<file path="src/design/assert_macros.svh">
// Assertion helpers for the design folder.
`ifndef ASSERT_MACROS_SVH
`define ASSERT_MACROS_SVH

// Check that an antecedent implies a consequent in the same cycle.
`define KMA_ASSERT_IMPL(lbl, clk, rstn, ante, cons, msg) \
  lbl: assert property (@(posedge clk) disable iff (!rstn) (ante) |-> (cons)) \
    else $error(msg);

// Check that an antecedent implies a consequent in the next cycle.
`define KMA_ASSERT_NEXT(lbl, clk, rstn, ante, cons, msg) \
  lbl: assert property (@(posedge clk) disable iff (!rstn) (ante) |=> (cons)) \
    else $error(msg);

`endif

</file>
<file path="src/design/kma_pkg.sv">
`timescale 1ns / 1ps
package kma_pkg;
  localparam int unsigned Window      = 8;
  localparam int unsigned TickerChars = 8;
  localparam int unsigned PriceW      = 32;
  localparam int unsigned TickerW     = 64;

  localparam logic [1:0] KindPrice = 2'd0;
  localparam logic [1:0] KindEnd   = 2'd1;

  localparam logic [1:0] StatusRecord  = 2'd0;
  localparam logic [1:0] StatusDone    = 2'd1;
  localparam logic [1:0] StatusUnknown = 2'd2;

  localparam logic [22:0] PercentQ16 = 23'd6553600;
  localparam logic [31:0] ChangeMax  = 32'h7FFF_FFFF;

  localparam int unsigned DivW = 64;

  typedef struct packed {
    logic start;
    logic busy;
  } div_ctl_t;
endpackage

</file>
<file path="src/design/keyed_moving_average_and_change.sv">
`timescale 1ns / 1ps
// A price transaction passes StPct, StPctWait, StAvg, StAvgWait and StOut before
// its result is valid (two 64-step radix-2 divisions on the single shared divider);
// end-of-stream and unknown kinds are valid in the next cycle. Input waits until a price
// transaction is back in StIdle; end and unknown ones can follow every cycle unless stalled.
// Reset clears ticker, previous price, window count, position, sum and all window
// entries at once.
`include "assert_macros.svh"
module keyed_moving_average_and_change #(
  parameter int unsigned WINDOW       = kma_pkg::Window,
  parameter int unsigned TICKER_CHARS = kma_pkg::TickerChars
) (
  input  logic        clk_i,
  input  logic        rst_ni,
  input  logic        in_valid_i,
  output logic        in_stall_o,
  input  logic [1:0]  kind_i,
  input  logic [63:0] ticker_code_i,
  input  logic [31:0] date_tag_i,
  input  logic [31:0] price_i,
  output logic        out_valid_o,
  input  logic        out_stall_i,
  output logic [1:0]  status_o,
  output logic [63:0] ticker_out_o,
  output logic [31:0] date_out_o,
  output logic [31:0] price_out_o,
  output logic signed [31:0] pct_change_o,
  output logic        change_invalid_o,
  output logic [31:0] moving_average_o
);
  localparam int unsigned PosW = (WINDOW > 1) ? $clog2(WINDOW) : 1;
  localparam int unsigned CntW = $clog2(WINDOW + 1);
  localparam int unsigned SumW = 32 + CntW;
  localparam logic [63:0] TickMask = 64'hFFFF_FFFF_FFFF_FFFF >> (64 - 8 * TICKER_CHARS);

  typedef enum logic [2:0] {
    StIdle, StPct, StPctWait, StAvg, StAvgWait, StOut
  } state_e;

  state_e state_q;
  logic [63:0] cur_tick_q;
  logic [31:0] prev_q;
  logic [31:0] win_q [WINDOW];
  logic [CntW-1:0] cnt_q;
  logic [PosW-1:0] pos_q;
  logic [SumW-1:0] sum_q;

  logic [63:0] tick_q;
  logic [31:0] date_q, price_q;
  logic        neg_q, skip_q;

  logic        out_valid_q;
  logic [1:0]  status_q;
  logic [63:0] tick_out_q;
  logic [31:0] date_out_q, price_out_q, chg_q, avg_q;
  logic        inv_q;

  kma_pkg::div_ctl_t div_ctl;
  logic [kma_pkg::DivW-1:0] div_a, div_b, div_q;

  logic        in_acc;
  logic        out_set;
  logic [63:0] tick_in;
  logic [31:0] mag;
  logic        new_tick;
  logic [31:0] prev_eff;

  assign in_stall_o = (state_q != StIdle) || (out_valid_q && out_stall_i);
  assign in_acc     = in_valid_i && !in_stall_o;
  assign out_set    = ((state_q == StIdle) && in_acc && (kind_i != kma_pkg::KindPrice)) ||
                      ((state_q == StOut) && (!out_valid_q || !out_stall_i));
  assign tick_in    = ticker_code_i & TickMask;
  assign new_tick   = (tick_in != cur_tick_q);
  assign prev_eff   = new_tick ? price_i : prev_q;
  assign mag        = (price_q < prev_q) ? (prev_q - price_q) : (price_q - prev_q);

  always_comb begin
    div_ctl.start = (state_q == StPct) || (state_q == StAvg);
    div_a = '0;
    div_b = '0;
    if (state_q == StPct) begin
      div_a = 64'(mag) * 64'(kma_pkg::PercentQ16);
      div_b = 64'(prev_q);
    end else begin
      div_a = 64'(sum_q);
      div_b = 64'(cnt_q);
    end
  end

  kma_div u_div (
    .clk_i      (clk_i),
    .rst_ni     (rst_ni),
    .start_i    (div_ctl.start),
    .dividend_i (div_a),
    .divisor_i  (div_b),
    .busy_o     (div_ctl.busy),
    .quot_o     (div_q)
  );

  always_ff @(posedge clk_i or negedge rst_ni) begin
    if (!rst_ni) begin
      state_q     <= StIdle;
      out_valid_q <= 1'b0;
      cur_tick_q  <= '0;
      prev_q      <= '0;
      cnt_q       <= '0;
      pos_q       <= '0;
      sum_q       <= '0;
      for (int i = 0; i < WINDOW; i++) win_q[i] <= '0;
      status_q    <= '0;
      tick_q      <= '0;
      date_q      <= '0;
      price_q     <= '0;
      neg_q       <= 1'b0;
      skip_q      <= 1'b0;
      tick_out_q  <= '0;
      date_out_q  <= '0;
      price_out_q <= '0;
      chg_q       <= '0;
      avg_q       <= '0;
      inv_q       <= 1'b0;
    end else begin
      if (out_set) out_valid_q <= 1'b1;
      else if (out_valid_q && !out_stall_i) out_valid_q <= 1'b0;
      unique case (state_q)
        StIdle: begin
          if (in_acc) begin
            tick_q  <= tick_in;
            date_q  <= date_tag_i;
            price_q <= price_i;
            if (kind_i == kma_pkg::KindPrice) begin
              skip_q <= new_tick || (cnt_q == '0) || (prev_eff == '0);
              inv_q  <= !(new_tick || (cnt_q == '0)) && (prev_eff == '0);
              neg_q  <= price_i < prev_eff;
              prev_q <= prev_eff;
              if (new_tick) begin
                cur_tick_q <= tick_in;
                cnt_q      <= '0;
                pos_q      <= '0;
                sum_q      <= '0;
                for (int i = 0; i < WINDOW; i++) win_q[i] <= '0;
              end
              state_q <= StPct;
            end else begin
              status_q    <= (kind_i == kma_pkg::KindEnd) ? kma_pkg::StatusDone
                                                         : kma_pkg::StatusUnknown;
              tick_out_q  <= '0;
              date_out_q  <= '0;
              price_out_q <= '0;
              chg_q       <= '0;
              inv_q       <= 1'b0;
              avg_q       <= '0;
            end
          end
        end
        StPct: state_q <= StPctWait;
        StPctWait: begin
          if (!div_ctl.busy) begin
            if (skip_q) begin
              chg_q <= '0;
            end else if (neg_q) begin
              chg_q <= 32'(0) - div_q[31:0];
            end else if (div_q > 64'(kma_pkg::ChangeMax)) begin
              chg_q <= kma_pkg::ChangeMax;
              inv_q <= 1'b1;
            end else begin
              chg_q <= div_q[31:0];
            end
            sum_q <= sum_q - SumW'(win_q[pos_q]) + SumW'(price_q);
            win_q[pos_q] <= price_q;
            pos_q <= (32'(pos_q) + 1 >= WINDOW) ? '0 : pos_q + 1'b1;
            if (32'(cnt_q) < WINDOW) cnt_q <= cnt_q + 1'b1;
            prev_q  <= price_q;
            state_q <= StAvg;
          end
        end
        StAvg: state_q <= StAvgWait;
        StAvgWait: begin
          if (!div_ctl.busy) begin
            avg_q   <= div_q[31:0];
            state_q <= StOut;
          end
        end
        StOut: begin
          if (!out_valid_q || !out_stall_i) begin
            status_q    <= kma_pkg::StatusRecord;
            tick_out_q  <= tick_q;
            date_out_q  <= date_q;
            price_out_q <= price_q;
            state_q     <= StIdle;
          end
        end
        default: state_q <= StIdle;
      endcase
    end
  end

  assign out_valid_o      = out_valid_q;
  assign status_o         = status_q;
  assign ticker_out_o     = tick_out_q;
  assign date_out_o       = date_out_q;
  assign price_out_o      = price_out_q;
  assign pct_change_o     = chg_q;
  assign change_invalid_o = inv_q;
  assign moving_average_o = avg_q;

  `KMA_ASSERT_IMPL(a_no_accept_busy, clk_i, rst_ni, state_q != StIdle, in_stall_o, "accept while busy")
  `KMA_ASSERT_IMPL(a_cnt_range, clk_i, rst_ni, 1'b1, 32'(cnt_q) <= WINDOW, "fill count out of range")
  `KMA_ASSERT_NEXT(a_out_hold, clk_i, rst_ni, out_valid_q && out_stall_i, out_valid_q && $stable(avg_q), "result dropped")
endmodule

</file>
<file path="src/design/kma_div.sv">
`timescale 1ns / 1ps
module kma_div (
  input  logic                       clk_i,
  input  logic                       rst_ni,
  input  logic                       start_i,
  input  logic [kma_pkg::DivW-1:0]   dividend_i,
  input  logic [kma_pkg::DivW-1:0]   divisor_i,
  output logic                       busy_o,
  output logic [kma_pkg::DivW-1:0]   quot_o
);
  localparam int unsigned CntW = $clog2(kma_pkg::DivW + 1);

  logic [kma_pkg::DivW-1:0] quot_q, quot_d;
  logic [kma_pkg::DivW:0]   rem_q, rem_d;
  logic [kma_pkg::DivW-1:0] dsr_q;
  logic [CntW-1:0]          cnt_q, cnt_d;
  logic [kma_pkg::DivW:0]   trial;

  always_comb begin
    rem_d  = rem_q;
    quot_d = quot_q;
    cnt_d  = cnt_q;
    trial  = {rem_q[kma_pkg::DivW-1:0], quot_q[kma_pkg::DivW-1]} - {1'b0, dsr_q};
    if (start_i) begin
      rem_d  = '0;
      quot_d = dividend_i;
      cnt_d  = CntW'(kma_pkg::DivW);
    end else if (cnt_q != '0) begin
      if (!trial[kma_pkg::DivW]) begin
        rem_d  = trial;
        quot_d = {quot_q[kma_pkg::DivW-2:0], 1'b1};
      end else begin
        rem_d  = {rem_q[kma_pkg::DivW-1:0], quot_q[kma_pkg::DivW-1]};
        quot_d = {quot_q[kma_pkg::DivW-2:0], 1'b0};
      end
      cnt_d = cnt_q - 1'b1;
    end
  end

  always_ff @(posedge clk_i or negedge rst_ni) begin
    if (!rst_ni) begin
      cnt_q <= '0;
    end else begin
      cnt_q <= cnt_d;
    end
  end

  always_ff @(posedge clk_i) begin
    rem_q  <= rem_d;
    quot_q <= quot_d;
    if (start_i) begin
      dsr_q <= divisor_i;
    end
  end

  assign busy_o = (cnt_q != '0);
  assign quot_o = quot_q;
endmodule
</file>
<file path="config.mk">
export PLATFORM = sky130hd
export DESIGN_NAME = keyed_moving_average_and_change
export DESIGN_NICKNAME = d
export VERILOG_FILES = /design/src/design/kma_pkg.sv /design/src/design/keyed_moving_average_and_change.sv /design/src/design/kma_div.sv
export VERILOG_INCLUDE_DIRS = /design/src /design/src/design
export SDC_FILE = /design/constraint.sdc
export NUM_CORES = 2
export LEC_CHECK = 0
export BUFFER_PORTS_ARGS = -buffer_cell sky130_fd_sc_hd__buf_4
export CORE_ASPECT_RATIO = 2
export CORE_MARGIN = 1.5
export CORE_UTILIZATION = 56
export CTS_CLUSTER_SIZE = 30
export DETAILED_ROUTE_END_ITERATION = 7
export HOLD_SLACK_MARGIN = 0.12
export PLACE_DENSITY = 0.82
export SLEW_MARGIN = 10
export SYNTH_ARGS = -nofsm -noshare
export SYNTH_HDL_FRONTEND = slang
export SYNTH_SLANG_ARGS = --single-unit
</file>
<file path="constraint.sdc">
create_clock -name clk_i -period 7.4 [get_ports clk_i]
set_input_delay 1.11 -clock clk_i [delete_from_list [all_inputs] [get_ports clk_i]]
set_output_delay 1.11 -clock clk_i [all_outputs]
set_load 0.05 [all_outputs]
</file>
==> out/qor.yml <==
synth:
  synth_edf_count: 96
  yosysSeqAreaShare_pct: 45.07
  synth-seq-cells: 891
  synth.largest_area_cell: "dfrtp_1"
  netlist-cell-type-count: 80
  ys_warn_count: 0
  yosys-top-cells-area: "dfrtp_1 (37%), ha_1 (6.8%), edfxtp_1 (5.8%), a22o_1 (4.8%), mux2_2 (4.5%)"
  netlist.area_leader.share_pct: 36.71
  synth-async-reset-ratio_pct: 82.04
  synthCells: 5118
  ys.flop_type: "dfrtp_1"
  syn-num-nets: 5581
  avgSynthCellArea_um2: 9.736
  netlist_area_um2: 49830
floorplanning:
  die_height_um: 424.9
  die_area_um2: 90890
  row_count: 154
  fp.dieW_um: 213.9
  io_pins: 331
  initial_core_util_pct: 56.59
  core_um2: 88060
sta:
  rsz0062_at_grt: "no"
  slew_violations: 0
  setup_viol: 0
  fin_crit_sh_pct: 95.84
  fmax_ghz: 0.1410
  slew_headroom_pct: 17.17
  setup_tns_ns: 0
  worst_pin_slew_ns: 1.238
  clock_skew_ns: 0.04377
  fin_crit_ns: 7.092
  hold_viol_final: 0
clock_tree:
  clkTransAtPathRegs_ns: 0.07
  clk_latency_ns: 0.72
  clock-root-buffer: "clkbuf_16"
  htree_levels: 3
  ctsHoldBuffers: 0
  cts_inserted_buffers: 80
  cts.sinks: 891
  clockBufferDepth: 3
  cts_tree: "done"
routing:
  routed-via-count: 42217
  routedWlPerCell_um: 25.20
  wirelength_mm: 167.7
  routed_via_density: 6.346
  drt_iter0_markers: 3449
  route.detailed.drc: 0
  final_antenna_net_count: 0
  drtPass1Iterations: 8
worst_setup_path:
  crit_fanout: 22
  path_class: "register to register"
  cp-end-kind: "register"
  max_stage_delay_ns: 0.53
  worst_ep_required_time_ns: 7.86
  cp.arrival_ns: 7.55
  start_kind: "register"
  cpMaxStageDelayCell: "fa_1"
place:
  gp_congestion: 1.014
  port_buffers: 330
  hpwl_mm: 122.9
run_status:
  status: "finished, final reports clean"
final_layout:
  utilization_pct: 65.19
  final_common_cell: "dfrtp_1"
  regArea_um2: 22460
  final_cell_mix: "dfrtp_1 (729), nand2_1 (586), buf_4 (545), o21ai_0 (348), inv_1 (344)"
  drive_above_1_share_pct: 17.67
  area_delta_synth_final_pct: 15.19
  multi_input_area_um2: 25210
  nets: 5875
  fill_cells: 6954
hold_path:
  hold_class: "input pin to asynchronous set/reset pin"
run:
  drv_cap: 0
global_route:
  grt_antenna_before_repair: 7
  grtUsageTotal_pct: 36.83
  grt_pass1_wl_mm: 253.5
  grt_pass1_vias: 43024
  grt_max_degree: 233
  overflow: 0
[timing repair]
action | in CTS | in global routing
pin swaps | 0 | 16
cloned | 0 | 0
endpoints found under the setup margin | 12 | 16
resized for setup | 10 | 38
setup buffers | 0 | 2
[cells in the mapped netlist, types with 12 or more instances]
master and instances:
and2_1 22, xnor2_1 143, ha_1 270, nand3b_1 12
a22oi_1 132, o211ai_1 13, dfxtp_1 64, nor2_1 227
dfrtp_1 731, a211oi_1 36, xor2_1 67, nand2_1 587
mux2_2 200, a211o_1 12, clkbuf_1 301, a311oi_1 14
nor4_1 43, fa_1 59, o21a_1 24, nand2b_1 22
nor2b_1 26, nor3_1 87, a21oi_1 277, o21bai_1 30
o31ai_1 22, nand4_1 86, mux2i_1 30, and3_1 26
a31oi_1 34, a21o_1 83, or3_1 23, edfxtp_1 96
inv_1 346, a22o_1 274, nor3b_1 13, buf_1 28
o22ai_1 67, o21ai_0 360, nand3_1 93
[registers in the layout, indices dropped and copies added, names as in the netlist, 36 cells and up]
register,count
ticker_out_o,64
u_div.rem_q,64
tick_q,64
u_div.quot_o,64
cur_tick_q,64
win_q,256
sum_q,36
[logic make-up (layout without fill, tap and decap cells)]
logic type	after synthesis	after routing	synth area share [%]
muxes	230	230	5.122
xor gates and xnor gates	210	210	3.691
DFF	891	891	45.07
other	0	5	0
and+or+nand+nor	1303	1303	12.05
buffers and inverters	686	1046	5.205
adders and majority gates	329	329	9.150
AOI/OAI and AO/OA	1469	1469	19.71
[worst paths after layout]
path	start	end	slack, ns	depth (start not counted)
max	price_q[0]$_DFFE_PN0P_	u_div.quot_o[53]$_DFFE_PP_	0.31	31
min	rst_ni	win_q[159]$_DFFE_PN0P_	0.37	1
max reg2reg	price_q[0]$_DFFE_PN0P_	u_div.quot_o[53]$_DFFE_PP_	0.31	31
min reg2reg	win_q[127]$_DFFE_PN0P_	win_q[127]$_DFFE_PN0P_	0.47	2
max in group asynchronous	rst_ni	tick_q[22]$_DFFE_PN0P_	5.65	2
min in group clk_i	win_q[127]$_DFFE_PN0P_	win_q[127]$_DFFE_PN0P_	0.47	2
[area by class of cell]
type / instances / area share (%)
repair buffers: 552 / 7.348
inverters: 346 / 2.265
flip-flops and latches: 891 / 39.13
clock inverters: 32 / 0.7629
clock buffers: 116 / 4.013
multi-input cells: 3541 / 43.91
diodes: 5 / 0.02180
well taps: 1170 / 2.550
[per-stage QoR]
stage	instances	area [um^2]	setup WS, ns	hold slack (ns)
finish	6653	57400	0.3076	0.3665
global route	6651	57400	0.02080	0.3956
floorplan	5118	49840	0.06995	0.4437
CTS	6645	57180	0.01046	0.3412
detailed placement	6497	54410	-0.3331	0.4619
global placement	6497	54410	-0.1568	0.4611
[routing by layer]
metal / vias to the layer above / part of all wire, % / global-route usage [%] / wire length (um)
met5: - / 0.0066 / 0 / 11
li1: 18863 / - / - / -
met3: 636 / 7.7 / 8.067 / 12870
met1: 20707 / 33 / 37.18 / 55050
met2: 2009 / 49 / 63.26 / 82640
met4: 2 / 10 / 34.02 / 17110
[critical path, delay by kind of cell (launching register included)]
kind            cells  cell delay [ns]
fa+ha+maj           6             1.76
mux                 2             0.50
xor+xnor            1             0.23
flops               1             0.36
compound gates     14             2.99
buf+inv             8             0.99
Power is not shown: default switching activity piles up to over one toggle a cycle in this logic, so the estimate is an artifact.
